===== src/hdl/hau_pkg.sv =====
// hau_pkg: shared types and constants for the highest average unit allocator
// field widths, request codes and the controller state encoding
// no dependencies
package hau_pkg;

  localparam int unsigned GROUP_W  = 4;
  localparam int unsigned WEIGHT_W = 16;
  localparam int unsigned COUNT_W  = 16;
  localparam int unsigned CFG_W    = 5;
  localparam int unsigned ENTRY_W  = WEIGHT_W + COUNT_W;
  localparam int unsigned IN_W     = 24;
  localparam int unsigned OUT_W    = 24;

  localparam logic [1:0] REQ_LOAD  = 2'd0;
  localparam logic [1:0] REQ_GRANT = 2'd1;
  localparam logic [1:0] REQ_READ  = 2'd2;

  localparam logic [COUNT_W-1:0] COUNT_MAX   = '1;
  localparam logic [COUNT_W-1:0] COUNT_RESET = COUNT_W'(1);

  typedef enum logic [2:0] {
    S_IDLE,
    S_RD_ISSUE,
    S_RD_WAIT,
    S_SWEEP,
    S_DRAIN,
    S_GRANT_WR,
    S_RESP
  } state_t;

endpackage


===== src/hdl/highest_average_unit_allocator_top.sv =====
// highest_average_unit_allocator_top: highest averages unit allocator
// one entry memory of {weight, count} per group, swept by one comparator
// depends on hau_pkg
//
// usage
//   s_* channel takes requests: s_tuser holds the request kind (load, grant,
//   read), s_tdata holds the group index and the weight
//   m_* channel returns {group, count} for grant and read requests; loads,
//   unused request kinds and out-of-range reads return nothing
//   cfg_wen/cfg_wdata set the number of groups that take part in grants;
//   write it only while the block is idle
// timing
//   one request is worked on at a time; s_tready is high only when idle
//   load: the entry is written at the accepting edge
//   read: the entry is read in S_RD_ISSUE, its count captured in S_RD_WAIT
//   grant: the entry memory is read once per active group through its
//   single read port, one candidate a cycle
// reset
//   rst clears the per-entry valid bits, so every group reads as weight 0
//   and count 1 with no clearing pass; active groups returns to 1
// stall
//   a result waits in the output register; the controller holds in its
//   response state until m_tready frees the register
module highest_average_unit_allocator_top #(
  parameter int unsigned MAX_GROUPS = 16
) (
  input  logic                        clk,
  input  logic                        rst,
  // configuration: active_groups
  input  logic                        cfg_wen,
  input  logic [hau_pkg::CFG_W-1:0]   cfg_wdata,
  // request channel
  input  logic                        s_tvalid,
  output logic                        s_tready,
  input  logic [hau_pkg::IN_W-1:0]    s_tdata,   // group_index[3:0], weight[19:4], zero pad
  input  logic [1:0]                  s_tuser,   // req_type[1:0]
  // result channel
  output logic                        m_tvalid,
  input  logic                        m_tready,
  output logic [hau_pkg::OUT_W-1:0]   m_tdata    // result_group[3:0], result_count[19:4], zero pad
);

  import hau_pkg::*;

  localparam int unsigned IDX_W = $clog2(MAX_GROUPS);

  // entry memory and per-entry valid bits (invalid entry reads as reset value)
  logic [ENTRY_W-1:0]    mem [MAX_GROUPS];
  logic [MAX_GROUPS-1:0] vld;

  state_t state, state_next;

  logic [CFG_W-1:0]  active_groups;

  // request capture
  logic [IDX_W-1:0]  req_idx;
  logic [IDX_W-1:0]  last_idx;
  logic [IDX_W-1:0]  rd_idx;

  // memory ports
  logic              rd_en;
  logic [IDX_W-1:0]  rd_addr;
  logic [ENTRY_W-1:0] rd_q;
  logic              rd_hit;
  logic              wr_en;
  logic [IDX_W-1:0]  wr_addr;
  logic [ENTRY_W-1:0] wr_data;

  // comparator pipeline
  logic              cand_vld;
  logic [IDX_W-1:0]  cand_idx;
  logic [WEIGHT_W-1:0] ent_w;
  logic [COUNT_W-1:0]  ent_c;
  logic [IDX_W-1:0]  best_idx;
  logic [WEIGHT_W-1:0] best_w;
  logic [COUNT_W-1:0]  best_c;
  logic [COUNT_W:0]  best_c1;
  logic [COUNT_W:0]  ent_c1;
  logic [WEIGHT_W+COUNT_W:0] lhs, rhs;
  logic              take;
  logic [COUNT_W-1:0] grant_c;

  // pending result
  logic [GROUP_W-1:0] res_group;
  logic [COUNT_W-1:0] res_count;

  // input decode
  logic               in_xfer;
  logic [GROUP_W-1:0] in_group;
  logic [WEIGHT_W-1:0] in_weight;
  logic               in_range;
  logic [IDX_W-1:0]   in_addr;
  logic [IDX_W-1:0]   last_calc;
  logic               out_free;

  assign in_group  = s_tdata[GROUP_W-1:0];
  assign in_weight = s_tdata[GROUP_W+WEIGHT_W-1:GROUP_W];
  assign in_range  = (int'(in_group) < int'(MAX_GROUPS));
  assign in_addr   = IDX_W'(in_group);
  assign in_xfer   = s_tvalid && s_tready;
  assign out_free  = !m_tvalid || m_tready;

  // effective group count clamped to 1..MAX_GROUPS, kept as last index
  always_comb begin
    if (active_groups == '0) begin
      last_calc = '0;
    end else if (int'(active_groups) > int'(MAX_GROUPS)) begin
      last_calc = IDX_W'(MAX_GROUPS - 1);
    end else begin
      last_calc = IDX_W'(active_groups - CFG_W'(1));
    end
  end

  // configuration register
  always_ff @(posedge clk) begin
    if (rst) begin
      active_groups <= CFG_W'(1);
    end else if (cfg_wen) begin
      active_groups <= cfg_wdata;
    end
  end

  // entry as read: never-written entries look like weight 0, count 1
  assign ent_w   = rd_hit ? rd_q[ENTRY_W-1:COUNT_W] : '0;
  assign ent_c   = rd_hit ? rd_q[COUNT_W-1:0] : COUNT_RESET;
  assign ent_c1  = {1'b0, ent_c} + (COUNT_W+1)'(1);
  assign best_c1 = {1'b0, best_c} + (COUNT_W+1)'(1);

  // exact cross-products: candidate wins only when strictly larger
  assign lhs  = (WEIGHT_W+COUNT_W+1)'(ent_w)  * (WEIGHT_W+COUNT_W+1)'(best_c1);
  assign rhs  = (WEIGHT_W+COUNT_W+1)'(best_w) * (WEIGHT_W+COUNT_W+1)'(ent_c1);
  assign take = cand_vld && ((cand_idx == '0) || (lhs > rhs));

  // saturating increment of the winner
  assign grant_c = (best_c == COUNT_MAX) ? best_c : best_c + COUNT_W'(1);

  // next state and strobes
  always_comb begin
    state_next = state;
    s_tready   = 1'b0;
    rd_en      = 1'b0;
    rd_addr    = rd_idx;
    wr_en      = 1'b0;
    wr_addr    = best_idx;
    wr_data    = {best_w, grant_c};
    case (state)
      S_IDLE: begin
        s_tready = 1'b1;
        if (s_tvalid) begin
          case (s_tuser)
            REQ_LOAD: begin
              wr_en   = in_range;
              wr_addr = in_addr;
              wr_data = {in_weight, COUNT_RESET};
            end
            REQ_GRANT: state_next = S_SWEEP;
            REQ_READ: begin
              if (in_range) begin
                state_next = S_RD_ISSUE;
              end
            end
            default: state_next = S_IDLE;
          endcase
        end
      end
      S_RD_ISSUE: begin
        rd_en      = 1'b1;
        rd_addr    = req_idx;
        state_next = S_RD_WAIT;
      end
      S_RD_WAIT: state_next = S_RESP;
      S_SWEEP: begin
        rd_en = 1'b1;
        if (rd_idx == last_idx) begin
          state_next = S_DRAIN;
        end
      end
      S_DRAIN: state_next = S_GRANT_WR;
      S_GRANT_WR: begin
        wr_en      = 1'b1;
        state_next = S_RESP;
      end
      S_RESP: begin
        if (out_free) begin
          state_next = S_IDLE;
        end
      end
      default: state_next = S_IDLE;
    endcase
  end

  always_ff @(posedge clk) begin
    if (rst) begin
      state <= S_IDLE;
    end else begin
      state <= state_next;
    end
  end

  // entry memory: one write port, one registered read port
  always_ff @(posedge clk) begin
    if (wr_en) begin
      mem[wr_addr] <= wr_data;
    end
    if (rd_en) begin
      rd_q <= mem[rd_addr];
    end
  end

  always_ff @(posedge clk) begin
    if (rst) begin
      vld    <= '0;
      rd_hit <= 1'b0;
    end else begin
      if (wr_en) begin
        vld[wr_addr] <= 1'b1;
      end
      if (rd_en) begin
        rd_hit <= vld[rd_addr];
      end
    end
  end

  // sweep control and candidate tracking
  always_ff @(posedge clk) begin
    if (rst) begin
      cand_vld <= 1'b0;
    end else begin
      cand_vld <= (state == S_SWEEP);
    end
  end

  always_ff @(posedge clk) begin
    if (in_xfer) begin
      req_idx  <= in_addr;
      last_idx <= last_calc;
      rd_idx   <= '0;
    end else if (state == S_SWEEP) begin
      rd_idx <= rd_idx + IDX_W'(1);
    end
    cand_idx <= rd_idx;
    if (take) begin
      best_idx <= cand_idx;
      best_w   <= ent_w;
      best_c   <= ent_c;
    end
    if (state == S_RD_WAIT) begin
      res_group <= GROUP_W'(req_idx);
      res_count <= ent_c;
    end else if (state == S_GRANT_WR) begin
      res_group <= GROUP_W'(best_idx);
      res_count <= grant_c;
    end
  end

  // output register
  always_ff @(posedge clk) begin
    if (rst) begin
      m_tvalid <= 1'b0;
    end else if (state == S_RESP && out_free) begin
      m_tvalid <= 1'b1;
    end else if (m_tready) begin
      m_tvalid <= 1'b0;
    end
  end

  always_ff @(posedge clk) begin
    if (state == S_RESP && out_free) begin
      m_tdata <= {(OUT_W-GROUP_W-COUNT_W)'(0), res_count, res_group};
    end
  end

`ifndef SYNTHESIS
  // memory writes only come from an idle load or the grant write-back
  a_write_source: assert property (@(posedge clk) disable iff (rst)
    wr_en |-> (state == S_IDLE && s_tvalid && s_tuser == REQ_LOAD) ||
              state == S_GRANT_WR)
    else $error("unexpected entry write");

  // the winner always lies inside the active range
  a_best_in_range: assert property (@(posedge clk) disable iff (rst)
    state == S_GRANT_WR |-> best_idx <= last_idx)
    else $error("granted group outside active range");

  // a written entry is marked valid on the next cycle
  a_valid_after_write: assert property (@(posedge clk) disable iff (rst)
    wr_en |=> vld[$past(wr_addr)])
    else $error("entry valid bit not set after write");

  // counts start at one and never wrap to zero
  a_count_nonzero: assert property (@(posedge clk) disable iff (rst)
    m_tvalid |-> m_tdata[GROUP_W+COUNT_W-1:GROUP_W] != '0)
    else $error("zero count returned");

  // no request is taken in the sweep, drain or response states
  a_one_at_a_time: assert property (@(posedge clk) disable iff (rst)
    (state == S_SWEEP || state == S_DRAIN || state == S_RESP) |-> !s_tready)
    else $error("request taken while busy");
`endif

endmodule


===== config.mk =====
export PLATFORM = sky130hd
export DESIGN_NAME = highest_average_unit_allocator_top
export DESIGN_NICKNAME = d
export VERILOG_FILES = /design/src/hdl/hau_pkg.sv /design/src/hdl/highest_average_unit_allocator_top.sv
export SDC_FILE = /design/constraint.sdc
export NUM_CORES = 2
export LEC_CHECK = 0
export BUFFER_PORTS_ARGS = -buffer_cell sky130_fd_sc_hd__buf_4
export CORE_MARGIN = 1
export CORE_UTILIZATION = 44
export DETAILED_ROUTE_END_ITERATION = 10
export MAX_ROUTING_LAYER = met4
export PLACE_DENSITY = 0.67
export SETUP_SLACK_MARGIN = 0.1
export SYNTH_ARGS = -nofsm -noshare
export SYNTH_HDL_FRONTEND = slang
export SYNTH_SLANG_ARGS = --single-unit

===== constraint.sdc =====
create_clock -name clk -period 31.6 [get_ports clk]
set_input_delay 3.16 -clock clk [delete_from_list [all_inputs] [get_ports clk]]
set_output_delay 3.16 -clock clk [all_outputs]
set_load 0.01 [all_outputs]

==> metrics.txt <==
Overflow after GRT 0; htree depth 3; First DRT Iteration DRCs 2259; Synth area leaders edfxtp_1, fa_1, ha_1, mux4_2, inv_1; CTS root buf clkbuf_16; number of global-route vias before repair 29091; CP Class flip-flop to flip-flop; clock sinks 663; Starting Density 44.5%; # setup viols final 0; post-DR vias/cell 5.48; P_leak 20.4 nW; WP data arrival 11.58 ns; crit path max fanout 31; GR Util All Layers 22.8%; first-pass GRT wire length 171000 um; Clk pwr share 36.2%; Critical-path top delay cell dfxtp_2; Site Rows 116; Die ar. 103000 um2; Core Box Area 100000 um2; WL per Instance 21.8 um; HP Class flip-flop to flip-flop; Final Critical Period 11.27 ns; Synth Warn # 0; hold bufs inserted after CTS 0; Routed WL 111000 um; Clock Skew 0.0398 ns; setup slack, reg-to-reg 20.33 ns; family with the most delay on the worst path adder cells; post-cts resize count 0; drt first pass iters 7; Residual DRC 0; GPL Wtd Cong 0.965; Tcrit/Tclk final 35.7%; critical path startpoint category flip-flop; Most used DFF post-synth edfxtp_1; Chip Height 320 um; CTS tree built; internal power 1.66 mW; Peak VDD IR 0.0415 mV; status completed; clk slew on worst S/H paths 0.06 ns; most frequent CP cell fa_1; CP bufs+invs 6; max cap viols 0; share of cells above drive strength 1 11.1%; Synth Instances 3642; Antenna Nets Post-Route 0; CP max stage delay 0.77 ns; post-CTS setup buffers 0; Reg power frac 45.0%; total power 2.31 mW; f_max 88.7 MHz; sequential area share after synthesis 43.9%; Port-buffer cells 53; Max clock buf depth 3; Net Sw Power 0.642 mW; max-slew violations 0; Worst Path Required 31.91 ns; RSZ-0062 raised after global routing false; count leader, synth edfxtp_1; Syn Area/Cell 12.2 um2; boundary pin count 62; ys async rst share 0%; Yosys top cell by area edfxtp_1; die width 320 um; routed via count 27929; DPL Wire Length 76600 um; Final #Nets 4384; Non-Filler Instances 5097; largest net degree at the start of global routing 111; TNS Setup 0 ns; Clk Latency, worst-skew pair 0.64 ns; P&R area growth vs syn 10.3%; Worst-Margin Slew 1.40 ns; Power Density 46.9 nW/um2; switching share of power 27.9%; Distinct cells, synth 68; mapped cell area 44600 um2; cts bufs inserted 71; crit end category flip-flop; initial antenna violation count 3; EDFF count, synth 628; post-synth top area share 42.3%; endpoints failing hold 0; #FFs+latches synth 663; placed insts 4967; Synth top cells by count edfxtp_1, inv_1, nand2_1; Slew HR 6.48%; Gate power share 18.7%; hold slack final 0.413 ns
## logic make-up after synthesis
kind of cell	Yosys count	synth area share (%)
fa+ha+maj	665	25.7
xor+xnor	106	2.08
buf+inv	689	5.95
mux	152	7.14
flops	663	43.9
other cells	1	0.00841
compound gates	321	4.65
simple gates	1045	10.6
## per-layer routing
layer	up-vias	part of all wire, %	routed length (um)	GRT usage (%)
li1	12391	-	-	-
met1	14260	41	45200	29.0
met2	1060	49	54700	37.6
met3	218	7.1	7910	3.18
met4	0	3.2	3620	7.49
met5	-	0	0	-
## path summary, 6_finish.rpt
kind | start | endpoint | cells after the start
min | res_count[2]$_DFFE_PP_ | m_tdata[6]$_DFFE_PP_ | 0
max | rd_hit$_SDFFE_PP0P_ | best_c[3]$_DFFE_PP_ | 37
max reg2reg | rd_hit$_SDFFE_PP0P_ | best_c[3]$_DFFE_PP_ | 37
min reg2reg | res_count[2]$_DFFE_PP_ | m_tdata[6]$_DFFE_PP_ | 0
## registers in the layout (all words and copies together), names as in the netlist, 5 cells and up
signal,count
active_groups,5
best_c,16
best_w,16
m_tdata,20
mem,512
rd_q,32
res_count,16
vld,16
## placed cells by master (no fill, tap or decap), types with 38 or more instances in the layout
cell | Yosys | layout
inv_1 | 521 | 521
o21ai_0 | 41 | 41
a21oi_1 | 86 | 85
clkbuf_16 | 0 | 71
a31oi_1 | 56 | 56
buf_4 | 12 | 128
xor2_1 | 44 | 44
edfxtp_1 | 628 | 628
ha_1 | 249 | 249
fa_1 | 416 | 416
mux4_2 | 132 | 132
a211oi_1 | 38 | 38
xnor2_1 | 62 | 59
nand2_1 | 501 | 501
and2_1 | 159 | 159
a21o_1 | 41 | 41
nor2_1 | 210 | 193
## power groups by stage
stage	Combinational (mW)	Sequential [mW]	Clock [mW]
floorplan	0.309	1.04	0
global placement	0.428	1.05	0
detailed placement	0.434	1.06	0
CTS	0.436	1.04	0.847
global route	0.468	1.04	0.878
finish	0.432	1.04	0.835
## metrics by stage
stage | util (%) | cell area (um2) | worst slack [ns]
CTS | 49.0 | 49200 | 20.36
global route | 49.0 | 49200 | 19.72
detailed placement | 46.7 | 46800 | 20.42
floorplan | - | 44600 | 20.94
finish | 49.0 | 49200 | 20.33
global placement | 46.7 | 46800 | 20.54
## cell type report
class,instances,area (um2)
diodes,1,2.50
clock buffers,86,1830
clock inverters,43,534
fillers,8667,51100
inverters,524,1970
multi-input cells,2293,22600
flip-flops and latches,663,19600
well taps,1357,1700
repair buffers,130,1000
No activity file was read; power rests on OpenSTA's default activity.
